**config.mk**
```make
export PLATFORM = sky130hd
export DESIGN_NAME = http_request_length_finder
export DESIGN_NICKNAME = d
export VERILOG_FILES = /design/src/hw/rtl/hrlf_pkg.sv /design/src/hw/rtl/hrlf_scan.sv /design/src/hw/rtl/hrlf_result.sv /design/src/hw/rtl/http_request_length_finder.sv
export SDC_FILE = /design/constraint.sdc
export NUM_CORES = 1
export LEC_CHECK = 0
export ABC_AREA = 1
export BUFFER_PORTS_ARGS = -buffer_cell sky130_fd_sc_hd__buf_2
export CAP_MARGIN = 0
export CORE_MARGIN = 4
export CORE_UTILIZATION = 30
export DETAILED_ROUTE_END_ITERATION = 12
export PLACE_DENSITY = 0.46
export SYNTH_ARGS = -nofsm -noshare
export SYNTH_HDL_FRONTEND = slang
export SYNTH_SLANG_ARGS = --single-unit
```
**constraint.sdc**
```tcl
create_clock -name i_clk -period 4.2 [get_ports i_clk]
set_clock_uncertainty 0.2 [all_clocks]
set_input_delay 0.21 -clock i_clk [delete_from_list [all_inputs] [get_ports i_clk]]
set_output_delay 0.21 -clock i_clk [all_outputs]
set_load 0.02 [all_outputs]
```
**src/hw/rtl/hrlf_pkg.sv**
```systemverilog
// package for the http request length finder
// holds scan constants, the name table and the stage-to-stage result struct
// no dependencies
package hrlf_pkg;

    // scan window for the blank line that ends the headers
    localparam int MAX_SCAN = 512;
    // width of a header length, enough to hold MAX_SCAN itself
    localparam int HDR_W = $clog2(MAX_SCAN + 1);

    localparam int NAME_LEN = 15;
    localparam int NAME_POS_W = 4;
    localparam int DIGIT_WINDOW = 16;
    localparam int DIGIT_CNT_W = 5;

    localparam int LEN_W = 32;
    localparam int HDR_OUT_W = 10;
    // complete flag, request length, header length, padded to whole bytes
    localparam int OUT_FIELDS_W = 1 + LEN_W + HDR_OUT_W;
    localparam int OUT_W = ((OUT_FIELDS_W + 7) / 8) * 8;

    localparam logic [7:0] CHAR_CR = 8'h0D;
    localparam logic [7:0] CHAR_LF = 8'h0A;
    localparam logic [7:0] CHAR_0 = 8'h30;
    localparam logic [7:0] CHAR_9 = 8'h39;
    localparam logic [7:0] CHAR_UPPER_A = 8'h41;
    localparam logic [7:0] CHAR_UPPER_Z = 8'h5A;
    localparam logic [7:0] CASE_OFFSET = 8'h20;
    // last three bytes before the final lf of a blank line
    localparam logic [23:0] BLANK_TAIL = 24'h0D0A0D;

    // totals of one request, handed from the scan to the result stage
    typedef struct packed {
        logic              seen;
        logic [HDR_W-1:0]  hdr;
        logic [LEN_W-1:0]  body;
        logic [LEN_W-1:0]  total;
    } t_fin;

    // lower-case a letter, other bytes pass
    function automatic logic [7:0] to_lower(input logic [7:0] c);
        logic [7:0] r;
        r = c;
        if (c >= CHAR_UPPER_A && c <= CHAR_UPPER_Z) begin
            r = c + CASE_OFFSET;
        end
        return r;
    endfunction

    // characters of "content-length:"
    function automatic logic [7:0] name_char(input logic [NAME_POS_W-1:0] idx);
        logic [7:0] r;
        unique case (idx)
            4'd0:    r = 8'h63; // c
            4'd1:    r = 8'h6F; // o
            4'd2:    r = 8'h6E; // n
            4'd3:    r = 8'h74; // t
            4'd4:    r = 8'h65; // e
            4'd5:    r = 8'h6E; // n
            4'd6:    r = 8'h74; // t
            4'd7:    r = 8'h2D; // -
            4'd8:    r = 8'h6C; // l
            4'd9:    r = 8'h65; // e
            4'd10:   r = 8'h6E; // n
            4'd11:   r = 8'h67; // g
            4'd12:   r = 8'h74; // t
            4'd13:   r = 8'h68; // h
            4'd14:   r = 8'h3A; // :
            default: r = 8'h00;
        endcase
        return r;
    endfunction

endpackage

```
**src/hw/rtl/hrlf_scan.sv**
```systemverilog
// per-byte scan state: blank line search, header name match, digit collection
// depends on hrlf_pkg; returns to reset state after the last byte of a request
module hrlf_scan
    import hrlf_pkg::*;
(
    input  logic       i_clk,
    input  logic       i_rst_n,
    input  logic       i_en,
    input  logic [7:0] i_byte,
    input  logic       i_last,
    output t_fin       o_fin
);

    logic [LEN_W-1:0]       r_pos, n_pos;
    logic [23:0]            r_recent, n_recent;
    logic [HDR_W-1:0]       r_hdr, n_hdr;
    logic                   r_seen, n_seen;
    logic [NAME_POS_W-1:0]  r_match, n_match;
    logic                   r_line_start, n_line_start;
    logic                   r_found, n_found;
    logic [DIGIT_CNT_W-1:0] r_digits_left, n_digits_left;
    logic [LEN_W-1:0]       r_body, n_body;

    logic is_eol;
    logic is_digit;
    logic name_hit;

    assign is_eol   = (i_byte == CHAR_CR) || (i_byte == CHAR_LF);
    assign is_digit = (i_byte >= CHAR_0) && (i_byte <= CHAR_9);
    assign name_hit = !r_found && !r_seen && ((r_match != '0) || r_line_start) &&
                      (r_match < NAME_POS_W'(NAME_LEN)) &&
                      (to_lower(i_byte) == name_char(r_match));

    // next state for one byte
    always_comb begin
        n_body        = r_body;
        n_digits_left = r_digits_left;
        n_found       = r_found;
        n_match       = '0;
        n_seen        = r_seen;
        n_hdr         = r_hdr;

        // value digits, times ten as two shifts and adds
        if (r_digits_left != '0) begin
            if (is_eol) begin
                n_digits_left = '0;
            end else begin
                if (is_digit) begin
                    n_body = (r_body << 3) + (r_body << 1) +
                             {{(LEN_W-4){1'b0}}, i_byte[3:0]};
                end
                n_digits_left = r_digits_left - DIGIT_CNT_W'(1);
            end
        end

        // header name match at line start
        if (name_hit) begin
            if (r_match == NAME_POS_W'(NAME_LEN - 1)) begin
                n_found       = 1'b1;
                n_digits_left = DIGIT_CNT_W'(DIGIT_WINDOW);
                n_match       = '0;
            end else begin
                n_match = r_match + NAME_POS_W'(1);
            end
        end

        // blank line within the scan window
        if (!r_seen && (r_pos < LEN_W'(MAX_SCAN)) && (r_recent == BLANK_TAIL) &&
            (i_byte == CHAR_LF)) begin
            n_seen = 1'b1;
            n_hdr  = r_pos[HDR_W-1:0] + HDR_W'(1);
        end

        n_recent     = {r_recent[15:0], i_byte};
        n_line_start = (i_byte == CHAR_LF);
        n_pos        = (r_pos == '1) ? r_pos : r_pos + LEN_W'(1);
    end

    // totals as they stand after this byte
    assign o_fin.seen  = n_seen;
    assign o_fin.hdr   = n_hdr;
    assign o_fin.body  = n_body;
    assign o_fin.total = n_pos;

    // state registers, cleared again after the last byte
    always_ff @(posedge i_clk) begin
        if (!i_rst_n || (i_en && i_last)) begin
            r_pos         <= '0;
            r_recent      <= '0;
            r_hdr         <= '0;
            r_seen        <= 1'b0;
            r_match       <= '0;
            r_line_start  <= 1'b1;
            r_found       <= 1'b0;
            r_digits_left <= '0;
            r_body        <= '0;
        end else if (i_en) begin
            r_pos         <= n_pos;
            r_recent      <= n_recent;
            r_hdr         <= n_hdr;
            r_seen        <= n_seen;
            r_match       <= n_match;
            r_line_start  <= n_line_start;
            r_found       <= n_found;
            r_digits_left <= n_digits_left;
            r_body        <= n_body;
        end
    end

endmodule

```
**src/hw/rtl/hrlf_result.sv**
```systemverilog
// result stage: holds request totals, adds header and body, checks completeness
// depends on hrlf_pkg; output register feeds the master-side stream
module hrlf_result
    import hrlf_pkg::*;
(
    input  logic             i_clk,
    input  logic             i_rst_n,
    input  logic             i_fin_valid,
    input  t_fin             i_fin,
    output logic             o_fin_ready,
    output logic             o_tvalid,
    input  logic             i_tready,
    output logic [OUT_W-1:0] o_tdata
);

    logic             r_fin_valid;
    t_fin             r_fin;
    logic             r_out_valid;
    logic [OUT_W-1:0] r_out_data;

    logic             out_ready;
    logic             fin_move;
    logic [LEN_W-1:0] hdr_ext;
    logic [LEN_W-1:0] req_len;
    logic             complete;

    assign out_ready   = !r_out_valid || i_tready;
    assign fin_move    = r_fin_valid && out_ready;
    assign o_fin_ready = !r_fin_valid || out_ready;

    // one wide add and one compare
    assign hdr_ext  = {{(LEN_W-HDR_W){1'b0}}, r_fin.hdr};
    assign req_len  = r_fin.seen ? (hdr_ext + r_fin.body) : '0;
    assign complete = r_fin.seen && (req_len <= r_fin.total);

    // holding register for the totals
    always_ff @(posedge i_clk) begin
        if (!i_rst_n) begin
            r_fin_valid <= 1'b0;
        end else if (o_fin_ready) begin
            r_fin_valid <= i_fin_valid;
        end
    end

    always_ff @(posedge i_clk) begin
        if (o_fin_ready && i_fin_valid) begin
            r_fin <= i_fin;
        end
    end

    // output register
    always_ff @(posedge i_clk) begin
        if (!i_rst_n) begin
            r_out_valid <= 1'b0;
        end else if (out_ready) begin
            r_out_valid <= r_fin_valid;
        end
    end

    always_ff @(posedge i_clk) begin
        if (fin_move) begin
            r_out_data <= {{(OUT_W-OUT_FIELDS_W){1'b0}},
                           hdr_ext[HDR_OUT_W-1:0], req_len, complete};
        end
    end

    assign o_tvalid = r_out_valid;
    assign o_tdata  = r_out_data;

`ifndef SYNTHESIS
    // a header that ended holds at least the four blank-line bytes
    a_hdr_min: assert property (@(posedge i_clk) disable iff (!i_rst_n)
        r_fin_valid && r_fin.seen |-> r_fin.hdr >= HDR_W'(4))
        else $error("header length below four with blank line seen");

    // no blank line, no header length
    a_hdr_zero: assert property (@(posedge i_clk) disable iff (!i_rst_n)
        r_fin_valid && !r_fin.seen |-> r_fin.hdr == '0)
        else $error("header length set without blank line");

    // held totals are not overwritten while the output stalls
    a_fin_hold: assert property (@(posedge i_clk) disable iff (!i_rst_n)
        r_fin_valid && !out_ready |=> r_fin_valid && $stable(r_fin))
        else $error("pending totals lost under stall");
`endif

endmodule

```
**src/hw/rtl/http_request_length_finder.sv**
```systemverilog
// top level of the http request length finder
// depends on hrlf_pkg, hrlf_scan, hrlf_result
//
// channel   dir  tdata fields (low bit up)                       tlast
// s_axis    in   data_byte[7:0]                                  is_last
// m_axis    out  request_complete, request_length[31:0],         -
//                header_length[9:0], zero pad to 48 bits
//
// one byte is taken every cycle while no last byte is held; the scan state updates
// once per byte in the scan stage, the add and compare sit in the result stage
// one result per request, registered in the input, holding and output registers in turn
// a non-last byte leaves the input register in the next cycle; a last byte waits
// only while both result registers are full and the receiver holds off,
// so stalls reach the input only through a held result
// synchronous active-low reset clears all stream control and scan state
module http_request_length_finder
    import hrlf_pkg::*;
(
    input  logic             i_clk,
    input  logic             i_rst_n,
    input  logic             i_s_axis_tvalid,
    output logic             o_s_axis_tready,
    input  logic [7:0]       i_s_axis_tdata,  // data_byte[7:0]
    input  logic             i_s_axis_tlast,
    output logic             o_m_axis_tvalid,
    input  logic             i_m_axis_tready,
    output logic [OUT_W-1:0] o_m_axis_tdata   // complete, length[31:0], header[9:0]
);

    logic       r_in_valid;
    logic [7:0] r_in_byte;
    logic       r_in_last;

    logic       fin_ready;
    logic       s0_go;
    t_fin       fin;

    // input register drains unless a last byte meets a full result stage
    assign s0_go           = r_in_valid && (!r_in_last || fin_ready);
    assign o_s_axis_tready = !r_in_valid || s0_go;

    always_ff @(posedge i_clk) begin
        if (!i_rst_n) begin
            r_in_valid <= 1'b0;
        end else if (o_s_axis_tready) begin
            r_in_valid <= i_s_axis_tvalid;
        end
    end

    always_ff @(posedge i_clk) begin
        if (o_s_axis_tready && i_s_axis_tvalid) begin
            r_in_byte <= i_s_axis_tdata;
            r_in_last <= i_s_axis_tlast;
        end
    end

    // per-byte scan
    hrlf_scan u_scan (
        .i_clk   (i_clk),
        .i_rst_n (i_rst_n),
        .i_en    (s0_go),
        .i_byte  (r_in_byte),
        .i_last  (r_in_last),
        .o_fin   (fin)
    );

    // totals and output register
    hrlf_result u_result (
        .i_clk       (i_clk),
        .i_rst_n     (i_rst_n),
        .i_fin_valid (s0_go && r_in_last),
        .i_fin       (fin),
        .o_fin_ready (fin_ready),
        .o_tvalid    (o_m_axis_tvalid),
        .i_tready    (i_m_axis_tready),
        .o_tdata     (o_m_axis_tdata)
    );

endmodule

```
==> impl_metrics.json <==
{
  "fillers": 5057,
  "routed_wl_mm": 43.2,
  "tritoncts": "built",
  "grt_pass1_wl_mm": 68.0,
  "place_ws_ns": 0.291,
  "htree_levels": 1,
  "muxShareOfSynthArea_pct": 0,
  "dr.pass1.iters": 5,
  "synth_top_family_by_area": "simple AND/OR/NAND/NOR gates",
  "fin_crit_ns": 3.85,
  "place_congestion": 0.907,
  "whs_ns": 0.158,
  "relSlewSlack_pct": 37.7,
  "fin_tns_setup_ns": 0,
  "cp.arrival_ns": 3.97,
  "cts_buffers": 30,
  "first_iter_violations": 838,
  "slew_violations": 0,
  "remaining_drc_errors": 0,
  "ys_seq_elements": 247,
  "clk_latency_ns": 0.59,
  "worstHoldEndpoint": "r_in_byte[7]",
  "clock-sinks": 247,
  "outcome": "completed",
  "clk_pin_slew_ns": 0.06,
  "core_area_sq_um": 47800,
  "hold_violations": 0,
  "power_density_nw_per_um2": 351,
  "synth_top_area_share_pct": 26.2,
  "synthAdderAreaFrac_pct": 9.76,
  "critPathTopFamily": "simple AND/OR/NAND/NOR gates",
  "fin_util_pct": 35.0,
  "synthSimpleGateAreaFrac_pct": 24.8,
  "grt_pass1_vias": 12000,
  "drv_cap": 0,
  "clock.fmax_mhz": 260,
  "critical_path.max_stage_delay_ns": 0.38,
  "area_growth_pct": 14.7,
  "rsz0062_at_grt": "false",
  "die_area_sq_um": 52200,
  "timing.rr.start": "u_result.hdr_ext[0]",
  "min_period_over_period_pct": 91.7,
  "tightest_slew_ns": 0.930,
  "postSynthCellCount": 1857,
  "min_path_cells": 2,
  "grt_usage_pct": 16.1,
  "timing.final.ws_setup_ns": 0.349,
  "portBuffers": 57,
  "grt-ovfl-total": 0,
  "synthXorXnorAreaFrac_pct": 2.16,
  "yosysTopAreaCell": "edfxtp_1",
  "worst-path-buf-inv": 0,
  "die_height_um": 228,
  "vias": 12500,
  "netlist_area_sq_um": 14600,
  "yosysWarnings": 0,
  "setup_viol": 0,
  "hp-start": "i_s_axis_tdata[7]",
  "antenna_found_initial": 1,
  "p_leak_nw": 7.56,
  "num_antenna_cells": 0,
  "end_kind": "flop",
  "worstSetupPathType": "flop to flop",
  "synth-compound-area-share_pct": 12.2,
  "crit_top_cell": "nand2_1",
  "worst-path-max-fanout": 4,
  "hp-class": "input pin to flop",
  "cts_root_buffer": "clkbuf_16",
  "netlist_top_cells_area": "edfxtp_1, dfxtp_1, nand2_1",
  "path_cells": "ha_1 > fa_2 > nand3_1 > nand3_1 > nand2_1 > nand3_2 > nand2_1 > nand2_1 > a21oi_2 > nor2_2 > nand2_1 > nor2_1 > a21oi_1 > nor2_1 > ha_1 > nand2_1 > nor2_2 > nand4_1 > nor4_4 > nand2_1 > nand3_1 > a21oi_1",
  "start_util_pct": 30.5,
  "drive_above_1_share_pct": 10.0,
  "r2r_end": "u_result.o_tdata[0]",
  "io_pins": 63,
  "p_total_mw": 5.87,
  "postRouteAntennaNets": 0,
  "required_ns": 4.32,
  "irDropWorstVdd_mv": 0.300,
  "wl_per_cell_um": 16.8,
  "postSynthAreaPerCell_sq_um": 7.85,
  "chipWidth_um": 228,
  "cpMaxStageDelayCell": "edfxtp_1",
  "fin_nets": 2051,
  "via_per_inst": 4.87,
  "ys_types": 54,
  "cp-start-kind": "flop",
  "grt_max_degree": 77,
  "cts_buffer_depth": 3,
  "r2r_cells": 22,
  "dp_hpwl_mm": 33.4,
  "reg2reg_slack_ns": 0.35,
  "ys_seq_area_share_pct": 42.6,
  "placementRows": 80
}
## final cells by class
| cell class | count | area, sq um | share of cell area (%) |
|---|---|---|---|
| Clock buffer | 37 | 840 | 5.02 |
| Clock inverter | 19 | 178 | 1.06 |
| Inverter | 263 | 993 | 5.94 |
| Multi-Input combinational cell | 1299 | 7190 | 43.0 |
| Sequential cell | 247 | 6220 | 37.2 |
| Tap cell | 615 | 769 | 4.60 |
| Timing Repair Buffer | 85 | 543 | 3.25 |
## power by group
group,switching [mW],internal (mW)
Combinational,0.368,0.184
Clock,1.07,1.55
Sequential,0.0803,2.62
Total,1.52,4.35
## layout by cell type (no fill, tap or decap), types with 8 or more instances in the layout
| cell | Yosys | routed |
|---|---|---|
| nor3_1 | 30 | 30 |
| xnor2_1 | 11 | 11 |
| a21oi_1 | 160 | 159 |
| inv_2 | 9 | 9 |
| nand2_1 | 386 | 386 |
| dfxtp_1 | 120 | 120 |
| ha_1 | 109 | 108 |
| or2_2 | 19 | 19 |
| inv_1 | 251 | 250 |
| clkbuf_16 | 0 | 32 |
| xor2_1 | 25 | 25 |
| edfxtp_1 | 127 | 127 |
| nand3_1 | 97 | 96 |
| buf_2 | 14 | 57 |
| nand2_2 | 8 | 8 |
| o21ai_1 | 17 | 17 |
| nor2_1 | 176 | 173 |
| dlygate4sd3_1 | 0 | 14 |
| o21ai_0 | 125 | 125 |
| nor4_1 | 17 | 16 |
| buf_4 | 5 | 13 |
| nand4_1 | 40 | 40 |
## worst reg2reg max path: stages (launching register included)
cell and delay (ns):
edfxtp_1 0.38, ha_1 0.24, fa_2 0.36, nand3_1 0.08
nand3_1 0.11, nand2_1 0.09, nand3_2 0.11, nand2_1 0.08
nand2_1 0.06, a21oi_2 0.16, nor2_2 0.08, nand2_1 0.11
nor2_1 0.08, a21oi_1 0.14, nor2_1 0.08, ha_1 0.27
nand2_1 0.07, nor2_2 0.13, nand4_1 0.20, nor4_4 0.33
nand2_1 0.09, nand3_1 0.08, a21oi_1 0.06
## per-layer routing
metal,up-vias,part of all wire (%),track usage (%)
li1,6325,-,-
met2,276,45,26.4
met1,5831,48,22.5
met4,2,2.5,3.87
met3,68,4.1,2.39
met5,-,0.030,0
## Yosys cell counts (all sizes together)
master,instances
fa,3
nand3,102
buf,23
nand3b,6
ha,109
conb,1
nand2,398
and3,3
a211oi,5
nor4,17
nor3,33
or2,22
inv,262
o21a,3
a31o,2
xnor2,11
a21boi,3
o211ai,2
o2111ai,2
edfxtp,127
xor2,25
o22ai,1
o21ai,143
o21bai,7
nand4,43
a31oi,4
a21oi,161
dfxtp,120
nor2,185
clkinv,1
or4,1
a21o,3
clkbuf,29
## timing repair
item	CTS	global route
setup buffers	0	0
resized for setup	0	8
endpoints found under the hold margin	26	0
endpoints found under the setup margin	0	1
hold buffers	14	0
## sequential cells by signal, indices dropped and copies added, names as in the netlist, 5 cells and up, named ones only
register and flops:
r_in_byte 8, u_result.hdr_ext 10, u_result.o_tdata 43, u_result.r_fin 65
u_scan.r_body 32, u_scan.r_digits_left 5, u_scan.r_hdr 10, u_scan.r_pos 32
u_scan.r_recent 24
## cells by family after synthesis
logic type | count (synthesis)
AO/OA/AOI/OAI | 336
AND/OR/NAND/NOR | 810
other | 1
adder cells (fa/ha/maj) | 112
XOR/XNOR | 36
flip-flops | 247
buffers and inverters | 315
## worst max-delay path by stage
stage,endpoint,cells past startpoint,start,slack [ns]
after floorplan,u_result.o_tdata[0],22,u_result.hdr_ext[0],0.76
after global placement,u_result.o_tdata[0],22,u_result.hdr_ext[0],0.28
after detailed placement,u_result.o_tdata[0],21,u_result.hdr_ext[0],0.29
after CTS,u_result.o_tdata[0],22,u_result.hdr_ext[0],0.27
after global routing,u_result.o_tdata[0],22,u_result.hdr_ext[0],0.05
final,u_result.o_tdata[0],22,u_result.hdr_ext[0],0.35
## per-stage QoR
stage	cells	instance area, sq um
final	2565	16700
after floorplan	1861	14600
after global placement	2495	15500
after global routing	2565	16700
after CTS	2565	16700
after detailed placement	2495	15500
Power figures use the tool's default switching activity.
